$ cat config.mk
export PLATFORM = sky130hd
export DESIGN_NAME = srdp_queue
export DESIGN_NICKNAME = d
export VERILOG_FILES = /design/src/sv/srdp_pkg.sv /design/src/sv/srdp_queue.sv
export SDC_FILE = /design/constraint.sdc
export NUM_CORES = 1
export LEC_CHECK = 0
export ABC_AREA = 1
export BUFFER_PORTS_ARGS = -buffer_cell sky130_fd_sc_hd__buf_2
export CELL_PAD_IN_SITES_DETAIL_PLACEMENT = 0
export CELL_PAD_IN_SITES_GLOBAL_PLACEMENT = 1
export CORE_UTILIZATION = 30
export CTS_CLUSTER_DIAMETER = 200
export CTS_CLUSTER_SIZE = 12
export DETAILED_ROUTE_END_ITERATION = 7
export HOLD_SLACK_MARGIN = 0.03
export PLACE_DENSITY = 0.63
export SYNTH_ARGS = -nofsm -noshare
export SYNTH_HDL_FRONTEND = slang
export SYNTH_SLANG_ARGS = --single-unit
$ cat constraint.sdc
create_clock -name clk -period 2.45 [get_ports clk]
set_input_delay 0.245 -clock clk [delete_from_list [all_inputs] [get_ports clk]]
set_output_delay 0.245 -clock clk [all_outputs]
set_load 0.005 [all_outputs]
$ cat src/sv/srdp_pkg.sv
// ---------------------------------------------------------------------------
// srdp_pkg
// shared types and constants of the sparse row dot product block
// ---------------------------------------------------------------------------
package srdp_pkg;

    localparam int COLUMN_W    = 10;
    localparam int VALUE_W     = 32;
    localparam int ROW_W       = 16;
    localparam int ACC_W       = 64;
    localparam int PROD_W      = 2 * VALUE_W - 16;
    localparam int QUEUE_DEPTH = 4;
    localparam int PTR_W       = $clog2(QUEUE_DEPTH);
    localparam int CNT_W       = $clog2(QUEUE_DEPTH + 1);

    typedef enum logic
    {
        CMD_LOAD  = 1'b0,
        CMD_ENTRY = 1'b1
    } command_t;

    typedef enum logic
    {
        MODE_DOT    = 1'b0,
        MODE_SQUARE = 1'b1
    } mode_t;

    typedef struct packed
    {
        logic signed [PROD_W-1:0] prod;
        logic                     last;
    } queue_entry_t;

    typedef struct packed
    {
        logic             valid;
        logic [CNT_W-1:0] count;
    } queue_status_t;

endpackage

$ cat src/sv/srdp_queue.sv
// ---------------------------------------------------------------------------
// srdp_queue
// short product queue between the front and the accumulator
// ---------------------------------------------------------------------------
module srdp_queue
(
    input  logic                    clk,
    input  logic                    rst_n,
    input  logic                    push,
    input  srdp_pkg::queue_entry_t  push_entry,
    input  logic                    pop,
    output srdp_pkg::queue_entry_t  head,
    output srdp_pkg::queue_status_t status
);

    import srdp_pkg::*;

    queue_entry_t     slots [QUEUE_DEPTH];
    logic [PTR_W-1:0] wr_ptr_reg, wr_ptr_next;
    logic [PTR_W-1:0] rd_ptr_reg, rd_ptr_next;
    logic [CNT_W-1:0] count_reg,  count_next;

    always_comb
    begin
        wr_ptr_next = push ? wr_ptr_reg + PTR_W'(1) : wr_ptr_reg;
        rd_ptr_next = pop  ? rd_ptr_reg + PTR_W'(1) : rd_ptr_reg;
        count_next  = count_reg + CNT_W'(push) - CNT_W'(pop);
    end

    always_ff @(posedge clk or negedge rst_n)
    begin
        if (!rst_n)
        begin
            wr_ptr_reg <= '0;
            rd_ptr_reg <= '0;
            count_reg  <= '0;
        end
        else
        begin
            wr_ptr_reg <= wr_ptr_next;
            rd_ptr_reg <= rd_ptr_next;
            count_reg  <= count_next;
        end
    end

    always_ff @(posedge clk)
    begin
        if (push)
        begin
            slots[wr_ptr_reg] <= push_entry;
        end
    end

    assign head         = slots[rd_ptr_reg];
    assign status.valid = count_reg != '0;
    assign status.count = count_reg;

endmodule

# Word-level counts from Yosys, hierarchy flattened
# Memory sizes are Yosys's and may differ from the RTL's.
# Cells that the tools add are included.
# totals
n_memories,1
mem_bits_rw,196
reg_bits,7
out_inout_bits,53
# op_classes
reduce_logical,1
add_sub_neg,4
muxes,2
# memory_table
memory,words,word_bits,rd,rd_ports_with_merged_regs,write_ports,line_no,rtl
slots,4,49,1,0,1,srdp_queue.sv:18,queue_entry_t slots [QUEUE_DEPTH];
# op_table
operator,count
"2-bit by 1-bit adder with 2-bit output, second input constant",2
3-bit by 1-bit adder with 3-bit output,1
3-bit nonzero test,1
3-bit by 1-bit subtractor with 3-bit output,1
1-bit 2-to-1 mux,2

# Depth between registers and ports, before layout
# logic_depth
ltp_word,2
mapped_depth,10
depth_no_buf,10

# Least setup slack after synthesis
# OpenSTA, ideal clock, no wires.
# synth_timing
path_kind,register -> register
from,register wr_ptr_reg[0]
to,"memory slots[0][0] (netlist name), enable pin"
t_arrival_ps,1633
setup_time_ps,403
stages_incl_launch_ff,5
setup_slack_ps,413
cell_sequence,dfrtp_1 -> inv_1 -> ha_1 -> nand2_1 -> inv_1
# synth_lines
element,line_no,rtl
start: declaration,srdp_queue.sv:19,"logic [PTR_W-1:0] wr_ptr_reg, wr_ptr_next;"
start signal: assignment,srdp_queue.sv:40,wr_ptr_reg <= wr_ptr_next;
end: declaration,srdp_queue.sv:18,
# Straight into the memory's write port.

==> out/qor.yml <==
run_status:
  status: "finished clean"
clocking:
  htree_levels: 1
  numCtsBuffers: 20
  clk_latency_ns: 0.49
  cts.path.max_buffers: 3
  postCtsSetupRepairBufs: 0
  cts_tree: "yes"
  clock-root-buffer: "clkbuf_16"
  clkSlewWorstSetupHoldPaths_ns: 0.06
  clock-sinks: 203
worst_setup_path:
  rrSetupSlack_ns: 0.83
  endpoint_kind: "primary output"
  crit_type: "reg -> out"
  worstSetupStartpointType: "flop"
  r2r_cells: 9
  reg2reg_from: "count_reg[0]"
  required_ns: 2.20
  rr_endpoint: "count_reg[2]"
  crit_arrival_ns: 1.99
  path_max_fanout: 50
global_routing:
  overflow: 0
  grt_pass1_vias: 5339
  met1_usage_pct: 16.9
  grtUsageMet2_pct: 22.4
  grt_pass1_wl_um: 29200
  grtUsageMet3_pct: 2.35
  grtUsageTotal_pct: 13.0
  antenna_found_initial: 1
  grt_busiest_layer: "met2"
  grt_max_degree: 57
timing:
  period_share_pct: 91.4
  timing.fmax_ghz: 0.447
  skew_ns: 0.00978
  fin_crit_ns: 2.24
  tightest_slew_ns: 0.476
  hold_viol: 0
  relSlewSlack_pct: 68.2
  rsz0062_at_grt: "no"
  fin_setup_tns_ns: 0
  setup_violations: 0
  slew_violations: 0
cells_and_area:
  drive_gt1_share_pct: 15.0
  multi_input_area_um2: 1590
  fillers: 2767
  seq_area_um2: 6070
  largest_reg_flops: 196
  area_growth_syn_to_layout_pct: 23.9
  fin_nets: 1032
synthesis:
  ys_seq_elements: 203
  yosysWarnings: 0
  ys_types: 15
  syn-num-nets: 873
  synth-seq-area-share_pct: 70.3
  syn_inst: 813
  syn_area_per_cell_um2: 10.6
  netlist_area_um2: 8620
detailed_routing:
  vias_per_cell: 4.04
  via_count: 5497
  drt_iter0_drc: 249
  drt-total-wl_um: 18600
  firstDrtPassIters: 4
  wl_per_cell_um: 13.7
  drc_errors: 0
  postRouteAntennaNets: 0
die:
  die_w_um: 172
  rows: 61
  io_pins: 106
  initial_core_util_pct: 30.8
  fp.dieH_um: 172
  die-area_um2: 29400
  core_area_um2: 28000
power_and_ir_drop:
  finalPower_mw: 11.5
  ir_worst_vdd_v: 0.000623
  leakage_nw: 4.91
  power.density_nw_per_um2: 1080
flow_run:
  cap_violations: 0
min_path:
  hp-class: "in -> async"
placed_design:
  dp_hpwl_um: 10500
  port_buffers: 105
  gp_congestion: 0.679
==> how the worst max path moves through the flow <==
stage	depth (start not counted)	slack (ns)	startpoint	to
finish	5	0.21	rd_ptr_reg[0]	head[16]
floorplan	4	0.41	wr_ptr_reg[0]	slots[0][0]
detailed placement	5	0.56	rd_ptr_reg[0]	head[2]
global placement	5	0.53	rd_ptr_reg[0]	head[2]
global route	5	0.08	rd_ptr_reg[0]	head[48]
CTS	5	0.02	rd_ptr_reg[0]	head[2]
==> cell type report <==
class	count	share of cell area, %
multi-input combinational	367	14.9
clock buffer	30	5.24
antenna	1	0.0234
sequential	203	56.8
tap	378	4.43
inverter	210	7.39
timing repair buffer	170	11.2
==> layer usage <==
metal	routed length, um	up-vias	part of all wire, %
met1	8480	2536	45
met4	274	0	1.5
met2	9010	96	48
met5	0	-	0
li1	-	2838	-
met3	877	27	4.7
==> kinds of logic after synthesis <==
family,share of synthesized area (%)
buffers and inverters,11.3
AND/OR/NAND/NOR,17.0
XOR/XNOR,0.305
AO/OA/AOI/OAI,0.0580
adder cells (fa/ha/maj),1.10
flip-flops,70.3
==> report_power, final <==
| part | switching [mW] | internal (mW) |
|---|---|---|
| logic | 2.52 | 1.42 |
| registers | 0.275 | 4.55 |
| clock network | 1.20 | 1.56 |
| total | 4.00 | 7.53 |
==> cells in the mapped netlist <==
| cell | n | area share [%] |
|---|---|---|
| nand2_1 | 256 | 11 |
| inv_1 | 208 | 9.1 |
| edfxtp_1 | 196 | 68 |
| nand3_1 | 100 | 5.8 |
| buf_2 | 17 | 0.99 |
| clkbuf_1 | 7 | 0.30 |
| dfrtp_1 | 7 | 2.0 |
| buf_4 | 6 | 0.52 |
| ha_1 | 6 | 0.87 |
| xor2_1 | 3 | 0.30 |
| buf_6 | 2 | 0.26 |
| inv_2 | 2 | 0.087 |
| clkbuf_2 | 1 | 0.058 |
| fa_1 | 1 | 0.23 |
| o21ai_1 | 1 | 0.058 |
==> through the flow <==
step	utilization, %	cells	cell area [um2]	setup slack [ns]	hold slack, ns
floorplan	-	813	8620	0.413	-0.0506
global placement	34.2	1276	9590	0.534	0.107
detailed placement	34.2	1276	9590	0.560	0.104
CTS	38.1	1358	10700	0.0176	0.112
global route	38.1	1358	10700	0.0833	0.122
finish	38.1	1359	10700	0.211	0.131
==> critical path, cell delays in order (launching register included) <==
cell and delay [ns]:
dfrtp_4 0.63, buf_6 0.39, nand2_1 0.11, nand3_1 0.09, nand2_1 0.08, buf_2 0.13
==> timing repair <==
item | in CTS | in global routing
gates resized for setup | 0 | 2
hold buffers | 52 | 0
setup endpoints to repair | 0 | 25
endpoints found under the hold margin | 205 | 0
==> layout by cell type, fill, tap and decap left out, types with 4 or more instances in the layout <==
master and count:
ha_1 6, clkbuf_1 9, clkbuf_16 21, nand3_1 100, dfrtp_1 5, dlygate4sd3_1 52
inv_1 204, inv_2 5, edfxtp_1 196, buf_4 7, nand2_1 256, buf_2 105
buf_12 4
Note: power is estimated with default switching activity, not from simulation.
