`src/sv/srdp_pkg.sv`:
```
// ---------------------------------------------------------------------------
// srdp_pkg
// shared types and constants of the sparse row dot product block
// ---------------------------------------------------------------------------
package srdp_pkg;

    localparam int COLUMN_W    = 10;
    localparam int VALUE_W     = 32;
    localparam int ROW_W       = 16;
    localparam int ACC_W       = 64;
    localparam int PROD_W      = 2 * VALUE_W - 16;
    localparam int QUEUE_DEPTH = 4;
    localparam int PTR_W       = $clog2(QUEUE_DEPTH);
    localparam int CNT_W       = $clog2(QUEUE_DEPTH + 1);

    typedef enum logic
    {
        CMD_LOAD  = 1'b0,
        CMD_ENTRY = 1'b1
    } command_t;

    typedef enum logic
    {
        MODE_DOT    = 1'b0,
        MODE_SQUARE = 1'b1
    } mode_t;

    typedef struct packed
    {
        logic signed [PROD_W-1:0] prod;
        logic                     last;
    } queue_entry_t;

    typedef struct packed
    {
        logic             valid;
        logic [CNT_W-1:0] count;
    } queue_status_t;

endpackage

```
`src/sv/srdp_back.sv`:
```
// ---------------------------------------------------------------------------
// srdp_back
// saturating accumulator, row end clamp and result register
// ---------------------------------------------------------------------------
module srdp_back
(
    input  logic                         clk,
    input  logic                         rst_n,
    input  srdp_pkg::queue_entry_t       head,
    input  srdp_pkg::queue_status_t      q_status,
    output logic                         pop,
    output logic                         out_valid,
    input  logic                         out_ready,
    output logic signed [srdp_pkg::VALUE_W-1:0] row_sum,
    output logic [srdp_pkg::ROW_W-1:0]   row_number,
    output logic                         saturated
);

    import srdp_pkg::*;

    logic signed [ACC_W-1:0]   addend;
    logic signed [ACC_W-1:0]   raw_sum;
    logic signed [ACC_W-1:0]   sum;
    logic                      add_ovf;
    logic                      clamped;
    logic signed [VALUE_W-1:0] clamp_val;
    logic                      slot_free;

    logic signed [ACC_W-1:0]   acc_reg,       acc_next;
    logic                      ovf_reg,       ovf_next;
    logic [ROW_W-1:0]          row_count_reg, row_count_next;
    logic                      out_valid_reg, out_valid_next;
    logic signed [VALUE_W-1:0] row_sum_reg;
    logic [ROW_W-1:0]          row_number_reg;
    logic                      saturated_reg;

    assign slot_free = !out_valid_reg || out_ready;
    assign pop       = q_status.valid && (!head.last || slot_free);

    always_comb
    begin
        addend  = ACC_W'(head.prod);
        raw_sum = acc_reg + addend;
        add_ovf = (acc_reg[ACC_W-1] == addend[ACC_W-1])
               && (raw_sum[ACC_W-1] != acc_reg[ACC_W-1]);
        if (add_ovf)
        begin
            sum = acc_reg[ACC_W-1] ? {1'b1, {(ACC_W-1){1'b0}}} : {1'b0, {(ACC_W-1){1'b1}}};
        end
        else
        begin
            sum = raw_sum;
        end
        clamped = !((&sum[ACC_W-1:VALUE_W-1]) || !(|sum[ACC_W-1:VALUE_W-1]));
        if (!clamped)
        begin
            clamp_val = sum[VALUE_W-1:0];
        end
        else if (sum[ACC_W-1])
        begin
            clamp_val = {1'b1, {(VALUE_W-1){1'b0}}};
        end
        else
        begin
            clamp_val = {1'b0, {(VALUE_W-1){1'b1}}};
        end

        acc_next       = acc_reg;
        ovf_next       = ovf_reg;
        row_count_next = row_count_reg;
        out_valid_next = out_valid_reg && !out_ready;
        if (pop)
        begin
            if (head.last)
            begin
                acc_next       = '0;
                ovf_next       = 1'b0;
                row_count_next = row_count_reg + ROW_W'(1);
                out_valid_next = 1'b1;
            end
            else
            begin
                acc_next = sum;
                ovf_next = ovf_reg || add_ovf;
            end
        end
    end

    always_ff @(posedge clk or negedge rst_n)
    begin
        if (!rst_n)
        begin
            acc_reg       <= '0;
            ovf_reg       <= 1'b0;
            row_count_reg <= '0;
            out_valid_reg <= 1'b0;
        end
        else
        begin
            acc_reg       <= acc_next;
            ovf_reg       <= ovf_next;
            row_count_reg <= row_count_next;
            out_valid_reg <= out_valid_next;
        end
    end

    always_ff @(posedge clk)
    begin
        if (pop && head.last)
        begin
            row_sum_reg    <= clamp_val;
            row_number_reg <= row_count_reg;
            saturated_reg  <= ovf_reg || add_ovf || clamped;
        end
    end

    assign out_valid  = out_valid_reg;
    assign row_sum    = row_sum_reg;
    assign row_number = row_number_reg;
    assign saturated  = saturated_reg;

endmodule

```
`config.mk`:
```
export PLATFORM = sky130hd
export DESIGN_NAME = srdp_back
export DESIGN_NICKNAME = d
export VERILOG_FILES = /design/src/sv/srdp_pkg.sv /design/src/sv/srdp_back.sv
export SDC_FILE = /design/constraint.sdc
export NUM_CORES = 1
export LEC_CHECK = 0
export BUFFER_PORTS_ARGS = -buffer_cell sky130_fd_sc_hd__buf_2
export CAP_MARGIN = 10
export CORE_UTILIZATION = 48
export CTS_BUF_LIST = sky130_fd_sc_hd__clkbuf_4 sky130_fd_sc_hd__clkbuf_8
export CTS_CLUSTER_DIAMETER = 120
export DETAILED_ROUTE_END_ITERATION = 10
export GPL_TIMING_DRIVEN = 0
export PLACE_DENSITY = 0.67
export SYNTH_ARGS = -nofsm -noshare
export SYNTH_HDL_FRONTEND = slang
export SYNTH_SLANG_ARGS = --single-unit
```
`constraint.sdc`:
```
create_clock -name clk -period 17.6 [get_ports clk]
set_clock_uncertainty 0.1 [all_clocks]
set_input_delay 0.88 -clock clk [delete_from_list [all_inputs] [get_ports clk]]
set_output_delay 0.88 -clock clk [all_outputs]
set_load 0.005 [all_outputs]
```
# == Yosys cells after proc, flatten, opt, wreduce, memory -nomap -nowiden ==
# Cells that the tools add are included.
# totals
word_cells,36
register_bits,131
input_bits,56
out_inout_bits,51
# classes
n_addsub,2
n_reduce_logical,17
eq_ne,2
n_mux,8
# op_table
cell,count
64-bit 2-to-1 mux,3
64-bit by 48-bit adder with 64-bit output,1
32-bit 2-to-1 mux,2
33-bit AND reduction,1
33-bit OR reduction,1
"16-bit by 1-bit adder with 16-bit output, second input constant",1
1-bit zero test,5
1-bit logical OR,5
1-bit logical AND,4
1-bit 2-to-1 mux,3
2-bit AND reduction,1
1-bit == test,1
1-bit != test,1

# == Longest topological paths before layout ==
# depth
depth_word,9
depth_mapped,27
depth_no_buf,22

# == Worst setup path after synthesis ==
# No wires, ideal clock.
# synth_path
path_kind,input-to-reg
startpoint,in head[48] (netlist name)
endpoint,reg saturated_reg (netlist: saturated) (data pin)
slack_ns,11.533
path_buffers,5
cell_stages,25
setup_time_ns,0.272
arrival_time_ns,5.695
required_ns,17.228
path_cell_list,ha_1 > clkbuf_1 > a21oi_1 > o21ai_0 > o22ai_1 > o21ai_1 > or2_2 > nor2_1 > o21ai_0 > a21o_1 > a21o_1 > fa_1 > clkbuf_1 > or2_2 > clkbuf_1 > nand2_1 > or4_4 > a2111oi_2 > nand4_1 > nor4_1 > and4_1 > buf_4 > or2_4 > buf_6 > nand4b_1
# synth_via
elab_chain_len,9
word_cells_on_any_way,12
# synth_rtl
item,line_no,text
from (decl),srdp_back.sv:9,"input srdp_pkg::queue_entry_t head,"
64-bit by 48-bit adder with 64-bit output,srdp_back.sv:43,raw_sum = acc_reg + addend;
1-bit != test,srdp_back.sv:45,&& (raw_sum[ACC_W-1] != acc_reg[ACC_W-1]);
1-bit logical AND,srdp_back.sv:45,
64-bit 2-to-1 mux,srdp_back.sv:46,if (add_ovf)
33-bit OR reduction,srdp_back.sv:54,clamped = !((&sum[ACC_W-1:VALUE_W-1]) || !(|sum[ACC_W-1:VALUE_W-1]));
1-bit zero test,srdp_back.sv:54,
1-bit logical OR,srdp_back.sv:54,
1-bit zero test,srdp_back.sv:54,
1-bit logical OR (*),srdp_back.sv:113,saturated_reg <= ovf_reg || add_ovf || clamped;
to (signal assigned),srdp_back.sv:113,
to (decl),srdp_back.sv:35,logic saturated_reg;
# Mark *: on every way between the ends. The rest lies on a longest branch, timed or not.
# A chain may end at the register's enable or synchronous reset.

# == Final worst setup path ==
# layout_path
startpoint,in head[7] (netlist name)
endpoint,reg saturated_reg (netlist: saturated) (data pin)
# layout_via
elab_chain_len,9
word_cells_on_any_way,11
# layout_rtl
item,line_no
64-bit by 48-bit adder with 64-bit output (*),srdp_back.sv:43
1-bit != test,srdp_back.sv:45
1-bit logical AND,srdp_back.sv:45
64-bit 2-to-1 mux,srdp_back.sv:46
33-bit OR reduction,srdp_back.sv:54
1-bit zero test,srdp_back.sv:54
1-bit logical OR,srdp_back.sv:54
1-bit zero test,srdp_back.sv:54
1-bit logical OR (*),srdp_back.sv:113
# Marked as above.

==> results_dict.tcl <==
set metrics [dict create \
    max_freq_mhz 137 \
    synth_area_leaders "dfrtp_1 21%, edfxtp_1 15%, ha_1 8.0%, nand2_1 7.1%, o21ai_0 6.9%" \
    end_kind "flip-flop" \
    die-area_sq_um 21400 \
    r2r-start "acc_reg[6]" \
    worst_slack_ns 10.32 \
    worstRegToRegCells 23 \
    setup_viol 0 \
    grt_max_degree 59 \
    fin_nets 1462 \
    root_buffer "clkbuf_8" \
    diodes 0 \
    hpwl_microns 28900 \
    largest_register_ffs 64 \
    wl_per_cell_microns 22.4 \
    synthAdderAreaFrac_pct 8.43 \
    clk_pin_slew_ns 0.11 \
    clock_latency_ns 0.48 \
    stdcell_count 1623 \
    outcome "finished clean" \
    maxSlewViolCount 0 \
    die_h_microns 146 \
    cts_tree "built" \
    synth.avg_cell_area_sq_um 8.21 \
    start_util_pct 49.2 \
    hold_viol_final 0 \
    post_cts_buffers 0 \
    synth_top_family_by_area "compound AO/OA/AOI/OAI gates" \
    async_flop_share_pct 62.6 \
    synthSimpleGateAreaFrac_pct 20.8 \
    syn-num-nets 1338 \
    ys_ff_latch 131 \
    worstSetupPathType "in -> reg" \
    postLayoutCoreUtil_pct 55.6 \
    setup.worst_path.start "head[7]" \
    core_sq_um 20300 \
    dpl_cell_area_sq_um 10900 \
    die_w_microns 146 \
    ys.flop_type "dfrtp_1" \
    synth_edf_count 49 \
    grtUsageTotal_pct 34.3 \
    dp.cells 1591 \
    cts_hold_repair.buffers 0 \
    drt_iter0_drc 993 \
    syn_inst 1216 \
    cpMaxStageDelayCell "a21oi_1" \
    topRoutingLayerUsed "met4" \
    yosysTopAreaCellShare_pct 20.6 \
    num_vias 10100 \
    timing.rr.end "saturated" \
    relSlewSlack_pct 33.7 \
    cp_cell_sequence "buf_2 -> ha_1 -> a21oi_2 -> o211ai_1 -> nand4b_1 -> a211oi_2 -> o31ai_1 -> a21boi_1 -> nor2_1 -> o21ai_0 -> a21o_1 -> a21o_1 -> fa_1 -> clkbuf_1 -> nor2_1 -> a21oi_1 -> o21ai_0 -> or4_1 -> nor4_1 -> and4_1 -> buf_4 -> or2_4 -> buf_6 -> nand4b_1" \
    layout-drive-gt1-share_pct 13.4 \
    synth_xor_area_share_pct 5.27 \
    cp.arrival_ns 7.38 \
    ir_drop_v 0.000101 \
    synth_cell_types 81 \
    syn_to_final_growth_pct 13.1 \
    powerDensity_nw_per_um2 186 \
    final.setup.tns_ns 0 \
    drtPass1Iterations 7 \
    cts_resized 0 \
    critPathMaxStageDelay_ns 0.75 \
    yosysSeqAreaShare_pct 35.3 \
    p_leak_nw 4.77 \
    fin_crit_ns 7.28 \
    pre_cts_slack_ns 9.99 \
    synth_top_area_cell "dfrtp_1" \
    regToRegSetupSlack_ns 10.45 \
    worst_slew_pin_slew_ns 0.995 \
    wirelength_microns 36300 \
    rows 52 \
    numCtsBuffers 17 \
    cts_max_level 4 \
    rsz0062_at_grt "no" \
    cap_violations 0 \
    ant_nets 0 \
    final_area_sq_um 11300 \
    met3_length_microns 3060 \
    cp_max_fo 10 \
    cts_sinks 131 \
    cts_buffer_depth 2 \
    post-route-period-util_pct 41.4 \
    viasPerCell 6.21 \
    power_mw 2.10 \
    grt_pass1_wl_microns 55500 \
    start_kind "primary input" \
    globalplace.congestion 0.979 \
    worst_setup_path_endpoint "saturated" \
    port_buffers 103 \
    ys_warn_count 0 \
    num_io_pins 107 \
    wl_met1_microns 16300 \
    detail_route.drc_violations 0 \
    syn_area_sq_um 9980 \
    first_global_vias 9463 \
    cp_data_required_time_ns 17.70 \
    grt-ovfl-total 0 \
    synthMuxAreaShare_pct 1.04 \
    hp-class "in -> async" \
    dr_wl_met2_microns 15900 \
    hold-worst-slack_ns 0.214 \
    grt_antenna_before_repair 0 \
    synth_compound_area_share_pct 25.3 \
]
cells in the mapped netlist (8+ instances only):
cell type,instances
a21o_1,20
clkbuf_1,52
inv_1,17
o21ai_0,138
nand4_1,55
xor2_1,22
nand2_1,188
edfxtp_1,49
nor3_1,20
buf_2,17
nor4_1,8
dfrtp_1,82
o21a_1,16
nor2_1,106
nand3_1,15
a31oi_1,13
a22o_1,12
a21oi_1,121
o211ai_1,14
and3_1,11
ha_1,64
xnor2_1,38
area by class of cell:
type                            count  area (sq um)
Buffer                             74           314
Sequential cell                   131          3520
Fill cell                        1989          9020
Clock inverter                     15           158
Inverter                           17          63.8
Clock buffer                       17           234
Tap cell                          270           338
Timing Repair Buffer              105           566
Multi-Input combinational cell    994          6080
cell families after synthesis:
| logic type | count (synthesis) |
|---|---|
| and+or+nand+nor | 449 |
| AOI/OAI and AO/OA | 409 |
| DFF | 131 |
| buffers and inverters | 91 |
| adders and majority gates | 66 |
| xor gates and xnor gates | 60 |
| muxes | 10 |
power breakdown:
| group | total, mW | switching, mW | leakage (nW) | internal, mW |
|---|---|---|---|---|
| Sequential | 0.478 | 0.0588 | 1.53 | 0.419 |
| Combinational | 1.36 | 0.917 | 3.05 | 0.440 |
| Clock | 0.265 | 0.158 | 0.203 | 0.107 |
| Total | 2.10 | 1.13 | 4.77 | 0.966 |
cell usage in the layout, fill, tap and decap left out, types with 22 or more instances in the layout:
cell type and count:
nand2_1 188, o21ai_0 138, a21oi_1 121, buf_2 119
nor2_1 105, dfrtp_1 82, ha_1 64, nand4_1 55
clkbuf_1 52, edfxtp_1 49, xnor2_1 38, xor2_1 22
worst max-delay path: cells and delay by family:
family          cells  cell delay, ns
fa+ha+maj           2            0.86
compound gates     10            3.20
buf+inv             4            0.65
simple gates        8            1.77
per-layer routing:
metal	vias up	global-route usage, %
met5	-	0
met4	0	10.6
met3	63	5.84
met2	450	52.8
met1	4834	49.1
li1	4737	-
worst min-delay path by stage:
stage                              to  cells past startpoint
floorplan           row_count_reg[15]                      1
global placement          acc_reg[59]                      2
detailed placement        acc_reg[50]                      2
CTS                       acc_reg[45]                      1
global route              acc_reg[45]                      1
finish                    acc_reg[45]                      1
(Power assumes the default switching activity.)
